--- src/rtl/core/ese_pkg.sv ---
package ese_pkg;

    localparam int ANGLE_BITS_DEF = 16;
    localparam int FRAC_BITS_DEF  = 16;
    localparam int AXIS_W         = 16;
    localparam int VEC_W          = 48;
    localparam int KIND_W         = 3;
    localparam int CORDIC_STEPS   = 28;
    localparam int POST_STAGES    = 4;
    localparam int LANE_W         = 34;

    localparam logic [1:0] REG_AXIS_A = 2'd0;
    localparam logic [1:0] REG_AXIS_B = 2'd1;
    localparam logic [1:0] REG_AXIS_C = 2'd2;

    localparam logic [KIND_W-1:0] KIND_POS = 3'd0;
    localparam logic [KIND_W-1:0] KIND_DU  = 3'd1;
    localparam logic [KIND_W-1:0] KIND_DV  = 3'd2;
    localparam logic [KIND_W-1:0] KIND_NRM = 3'd3;
    localparam logic [KIND_W-1:0] KIND_DUU = 3'd4;
    localparam logic [KIND_W-1:0] KIND_DUV = 3'd5;
    localparam logic [KIND_W-1:0] KIND_DVV = 3'd6;

    localparam logic signed [LANE_W-1:0] CORDIC_ONE = 34'sd652032874;
    localparam logic signed [LANE_W-1:0] Q30_ONE    = 34'sd1073741824;

    typedef struct packed {
        logic signed [LANE_W-1:0] x;
        logic signed [LANE_W-1:0] y;
        logic signed [LANE_W-1:0] z;
        logic                     neg;
    } lane_t;

    typedef struct packed {
        logic signed [VEC_W-1:0] px;
        logic signed [VEC_W-1:0] py;
        logic signed [VEC_W-1:0] pz;
        logic signed [VEC_W-1:0] du_x;
        logic signed [VEC_W-1:0] du_y;
        logic signed [VEC_W-1:0] dv_x;
        logic signed [VEC_W-1:0] dv_y;
        logic signed [VEC_W-1:0] dv_z;
        logic signed [VEC_W-1:0] nrm_x;
        logic signed [VEC_W-1:0] nrm_y;
        logic signed [VEC_W-1:0] nrm_z;
        logic signed [VEC_W-1:0] duv_x;
        logic signed [VEC_W-1:0] duv_y;
    } term_t;

    // atan(2^-i) in units of 2^-32 turn
    function automatic logic signed [LANE_W-1:0] atan_step(int step);
        logic signed [LANE_W-1:0] r;
        case (step)
            0:  r = 34'sd536870912;
            1:  r = 34'sd316933406;
            2:  r = 34'sd167458907;
            3:  r = 34'sd85004757;
            4:  r = 34'sd42667331;
            5:  r = 34'sd21354465;
            6:  r = 34'sd10679838;
            7:  r = 34'sd5340245;
            8:  r = 34'sd2670163;
            9:  r = 34'sd1335087;
            10: r = 34'sd667544;
            11: r = 34'sd333772;
            12: r = 34'sd166886;
            13: r = 34'sd83443;
            14: r = 34'sd41722;
            15: r = 34'sd20861;
            16: r = 34'sd10430;
            17: r = 34'sd5215;
            18: r = 34'sd2608;
            19: r = 34'sd1304;
            20: r = 34'sd652;
            21: r = 34'sd326;
            22: r = 34'sd163;
            23: r = 34'sd81;
            24: r = 34'sd41;
            25: r = 34'sd20;
            26: r = 34'sd10;
            27: r = 34'sd5;
            default: r = '0;
        endcase
        return r;
    endfunction

    // fold a 32-bit turn angle into [-1/4, 1/4) turn
    function automatic lane_t fold_angle(logic [31:0] t);
        lane_t l;
        logic [31:0] tf;
        l.neg = t[31] ^ t[30];
        tf = t;
        if (l.neg)
        begin
            tf[31] = ~t[31];
        end
        l.x = CORDIC_ONE;
        l.y = '0;
        l.z = {{(LANE_W-32){tf[31]}}, tf};
        return l;
    endfunction

    // clamp to [-1, 1] in Q30, then undo the fold
    function automatic logic signed [31:0] clamp_unit(logic signed [LANE_W-1:0] v, logic neg);
        logic signed [LANE_W-1:0] c;
        if (v > Q30_ONE)
        begin
            c = Q30_ONE;
        end
        else if (v < -Q30_ONE)
        begin
            c = -Q30_ONE;
        end
        else
        begin
            c = v;
        end
        if (neg)
        begin
            c = -c;
        end
        return c[31:0];
    endfunction

    // Q30 by Q30, rounded half up to Q30
    function automatic logic signed [31:0] mul30(logic signed [31:0] p, logic signed [31:0] q);
        logic signed [63:0] pr;
        logic signed [63:0] sh;
        pr = 64'(p) * 64'(q);
        pr = pr + 64'sd536870912;
        sh = pr >>> 30;
        return sh[31:0];
    endfunction

    // unsigned coefficient by Q30 term, rounded half up by sh bits
    function automatic logic signed [VEC_W-1:0] scale_term(logic [32:0] coef,
                                                           logic signed [31:0] t,
                                                           int unsigned sh);
        logic signed [65:0] prod;
        logic signed [65:0] r;
        prod = 66'($signed({1'b0, coef})) * 66'(t);
        prod = prod + (66'sd1 <<< (sh - 1));
        r = prod >>> sh;
        return r[VEC_W-1:0];
    endfunction

endpackage

--- src/rtl/core/ese_cordic_cell.sv ---
module ese_cordic_cell #(
    parameter int STEP = 0
) (
    input  logic           clk,
    input  logic           en,
    input  ese_pkg::lane_t lane_in,
    output ese_pkg::lane_t lane_out
);
    import ese_pkg::*;

    lane_t lane_reg;
    lane_t lane_next;
    logic signed [LANE_W-1:0] dx;
    logic signed [LANE_W-1:0] dy;

    always_comb
    begin
        dx = lane_in.y >>> STEP;
        dy = lane_in.x >>> STEP;
        lane_next = lane_in;
        if (!lane_in.z[LANE_W-1])
        begin
            lane_next.x = lane_in.x - dx;
            lane_next.y = lane_in.y + dy;
            lane_next.z = lane_in.z - atan_step(STEP);
        end
        else
        begin
            lane_next.x = lane_in.x + dx;
            lane_next.y = lane_in.y - dy;
            lane_next.z = lane_in.z + atan_step(STEP);
        end
    end

    always_ff @(posedge clk)
    begin
        if (en)
        begin
            lane_reg <= lane_next;
        end
    end

    assign lane_out = lane_reg;

endmodule

--- config.mk ---
export PLATFORM = sky130hd
export DESIGN_NAME = ese_cordic_cell
export DESIGN_NICKNAME = d
export VERILOG_FILES = /design/src/rtl/core/ese_pkg.sv /design/src/rtl/core/ese_cordic_cell.sv
export SDC_FILE = /design/constraint.sdc
export NUM_CORES = 1
export LEC_CHECK = 0
export ABC_AREA = 0
export BUFFER_PORTS_ARGS = -buffer_cell sky130_fd_sc_hd__buf_2
export CAP_MARGIN = 20
export CORE_MARGIN = 10
export CORE_UTILIZATION = 29
export CTS_BUF_LIST = sky130_fd_sc_hd__clkbuf_8
export CTS_CLUSTER_DIAMETER = 40
export DETAILED_ROUTE_END_ITERATION = 12
export HOLD_SLACK_MARGIN = 0.03
export PLACE_DENSITY = 0.47
export SETUP_SLACK_MARGIN = 0.15
export SLEW_MARGIN = 40
export SYNTH_ARGS = -nofsm -noshare
export SYNTH_HDL_FRONTEND = slang
export SYNTH_SLANG_ARGS = --single-unit
--- constraint.sdc ---
create_clock -name clk -period 2.55 [get_ports clk]
set_input_delay 0 -clock clk [delete_from_list [all_inputs] [get_ports clk]]
set_output_delay 0 -clock clk [all_outputs]
set_load 0.01 [all_outputs]
Word-level counts from Yosys, hierarchy flattened. Cells that the tools add are included. Widths: inputs -> output; s select.

ROM bits: 0. Bits in latches: 0. Logic and storage cells: 10. Bits of input ports: 105. Output and inout bits: 103. Memories: 0. Memory bits (writable): 0. Register bits: 103.

Divide/modulo/power cells: 0. Add/subtract/negate cells: 5. Multipliers: 0. Equal/unequal tests: 0. Reduce and logical (&&, ||, !) cells: 0. Order comparisons: 0. Bitwise logic cells: 0. Multiplexer cells: 1. Shifts and indexed selects: 0.

Operators with widths (number): $mux 102 (1); $sub 34x34->34 (2); $add 34x31->34 const B (1); $add 34x34->34 (1); $sub 34x31->34 const B (1).

Logic depth before layout (Yosys ltp).
Word-level depth: 2. Depth in mapped cells: 13. Gate-level depth less buffers: 13.

Least setup slack after synthesis. No wires, ideal clock.

Path type: input to register. Start point: input lane_in[35] (netlist bit). End point: register lane_reg, in the netlist lane_out[65], data pin. Library setup time: 0.267 ns. Stages on the path: 12. Arrival: 2.330 ns. Data required time: 2.283 ns. Path slack: -0.047 ns. Cell sequence: ha_1 fa_1 nor2b_1 or3_1 a21oi_1 o21bai_2 a31oi_1 o31ai_2 a31oi_1 o41a_1 o32ai_1 xnor2_1.

RTL lines: start, declared (RTL line ese_cordic_cell.sv:6) `input ese_pkg::lane_t lane_in,`; end signal, assigned (RTL line ese_cordic_cell.sv:39) `lane_reg <= lane_next;`; end, declared (RTL line ese_cordic_cell.sv:11) `lane_t lane_reg;`.

==> metrics.cfg <==
[drt]
wl_um=34800
drt_iter0_markers=529
drt_first_pass_iters=6
final_antenna_net_count=0
via_per_inst=4.87
drcViolationCount=0
num_vias=9103
wl_per_cell_um=18.6

[layout]
final_nets=1679
area_delta_synth_final_pct=53.4
post-route-util_pct=45.3
fill_cells=3059
n_antenna_cell=0
final_cell_count_no_fill=1868
drive_gt1_share_pct=41.4
largest_reg_flops=102
fin_area_sq_mm=0.0139

[synth]
synth_compound_area_share_pct=23.6
avgSynthCellArea_sq_um=9.08
yosys-top-cells-area=edfxtp_1 34%, ha_1 14%, a21oi_1 6.5%
muxShareOfSynthArea_pct=1.77
synthSimpleGateAreaFrac_pct=12.4
netlist_instances=998
synth_fa_ha_area_share_pct=15.0
netlist_area_sq_mm=0.00906
synth_commonest_cells=118 x a21oi_1, 102 x edfxtp_1, 102 x ha_1
syn_nets=1209
yosysTopAreaCellShare_pct=33.8
yosysWarnings=0
synth_top_family_by_area=compound AO/OA/AOI/OAI gates
synth_cell_types=80
ys.flop_type=edfxtp_1
async_flop_share_pct=0
synthXorXnorAreaFrac_pct=6.67
synth_edf_count=102
yosysTopAreaCell=edfxtp_1
yosysMostFrequentCell=a21oi_1
yosysSeqAreaShare_pct=33.8
ys_seq_elements=102

[timing]
min_period_ps=2440
hold_violations=0
slew-limit-headroom_pct=64.2
fmax_mhz=410
setup_violations=0
slew_violations=0
rsz0062_at_grt=true
fin_crit_sh_pct=95.7
tightest_slew_ps=532
setup_tns_ps=0

[status]
status=finished clean

[floorplanning]
dieWidth_um=197
core-area_sq_mm=0.0307
rows=64
initial_core_util_pct=29.5
die_h_um=197
ios=208
die_area_sq_mm=0.0387

[cts]
ctsHtreeMaxLevel=3
clockBufferDepth=2
cts.sinks=102
cts_buffers=9
clkSlewWorstSetupHoldPaths_ps=130
cts_tree=done
cts_root_buf=clkbuf_8

[critical_path]
crit_path_start_kind=input pin
critPathKind=input pin to register
cp.arrival_ps=2610
crit_top_cell=o31ai_4
path_buf_inv=5
crit_family=compound AO/OA/AOI/OAI gates
critPathRequiredTime_ps=2720
cp_slowest_cell=o41a_1
cp-end-kind=register
crit_chain=buf_2 > inv_1 > ha_4 > buf_6 > inv_6 > a21oi_2 > o31ai_4 > o41a_4 > a31oi_4 > o31ai_4 > a31oi_1 > buf_4 > o41a_1 > o32ai_2 > xnor2_1
critical_path.max_stage_delay_ps=360
cp_max_fo=7

[placed_design]
dpl_cell_area_sq_mm=0.0123
finalWeightedCongestion=0.900
dp_hpwl_um=28200
dp_cells=1789
io_buffer_count=207

[run]
maxCapViolCount=0

[global_route]
grt_max_degree=76
first_global_vias=9184
grt.total_usage_pct=17.2
grt_pass1_wl_um=52900
antenna_found_initial=1
overflow=0

[pwr]
power.density_mw_per_mm2=454
ir_worst_vdd_mv=0.254
leakage_nw=6.17

[worst_hold_path]
min_path_type=input pin to register

==> report_power, final <==
part           switching, W  internal (W)  leakage (nW)
Clock              0.000673      0.000370        0.0893
Sequential        0.0000621       0.00216         0.998
Combinational       0.00162       0.00143          5.08
Total               0.00235       0.00396          6.17
==> timing repair <==
item	in CTS	in global routing
pin swaps	51	60
endpoints found under the hold margin	33	0
setup endpoints to repair	25	29
resized for setup	78	81
hold buffers	33	0
buffers inserted	13	18
==> kinds of logic (layout without fill, tap and decap cells) <==
logic type	after synthesis	count (layout)
buffers and inverters	150	624
adder cells (fa/ha/maj)	106	106
XOR/XNOR	69	69
AND/OR/NAND/NOR	236	236
multiplexers	16	16
flip-flops	102	102
AO/OA/AOI/OAI	319	319
==> placed cells by master, fill, tap and decap left out, types with 8 or more instances in the layout <==
cell type and instances:
nor2_1 99, o21a_1 10, ha_1 79, nand2_1 42, xnor2_1 64, mux2i_1 16
nand4_1 10, a21oi_1 110, o21ai_1 11, nor3_1 21, a21o_1 20, buf_2 196
nand3_1 10, inv_1 85, nand2b_1 8, clkbuf_8 9, buf_4 247, o21bai_1 22
buf_6 21, ha_4 19, edfxtp_1 102, o21ai_0 38, dlygate4sd3_1 33
==> final cells by class <==
| type | instances | area [sq um] | share of cell area, % |
|---|---|---|---|
| Multi-Input combinational cell | 746 | 6180 | 44.5 |
| Inverter | 103 | 415 | 2.99 |
| Tap cell | 396 | 495 | 3.56 |
| Sequential cell | 102 | 3060 | 22.0 |
| Clock buffer | 9 | 124 | 0.891 |
| Clock inverter | 6 | 56.3 | 0.405 |
| Timing Repair Buffer | 506 | 3560 | 25.6 |
==> metal layers <==
metal  share of wire, %  GRT usage (%)
met5              0.020              0
met4                1.4           3.87
met2                 46           28.0
met3                6.9           3.31
met1                 46           22.9
==> through the flow <==
step	total power, W	setup WS [ps]	hold slack (ps)
floorplan	0.00366	35.0	98.9
global placement	0.00494	-656	176
detailed placement	0.00495	-684	179
CTS	0.00623	82.1	38.9
global route	0.00670	34.7	70.1
finish	0.00631	109	68.5
==> path summary, 6_finish.rpt <==
kind	end	startpoint	cells after the start
hold / removal	lane_out[54]$_DFFE_PP_	en	1
setup / recovery	lane_out[65]$_DFFE_PP_	lane_in[42]	15
Power figures use the tool's default switching activity.
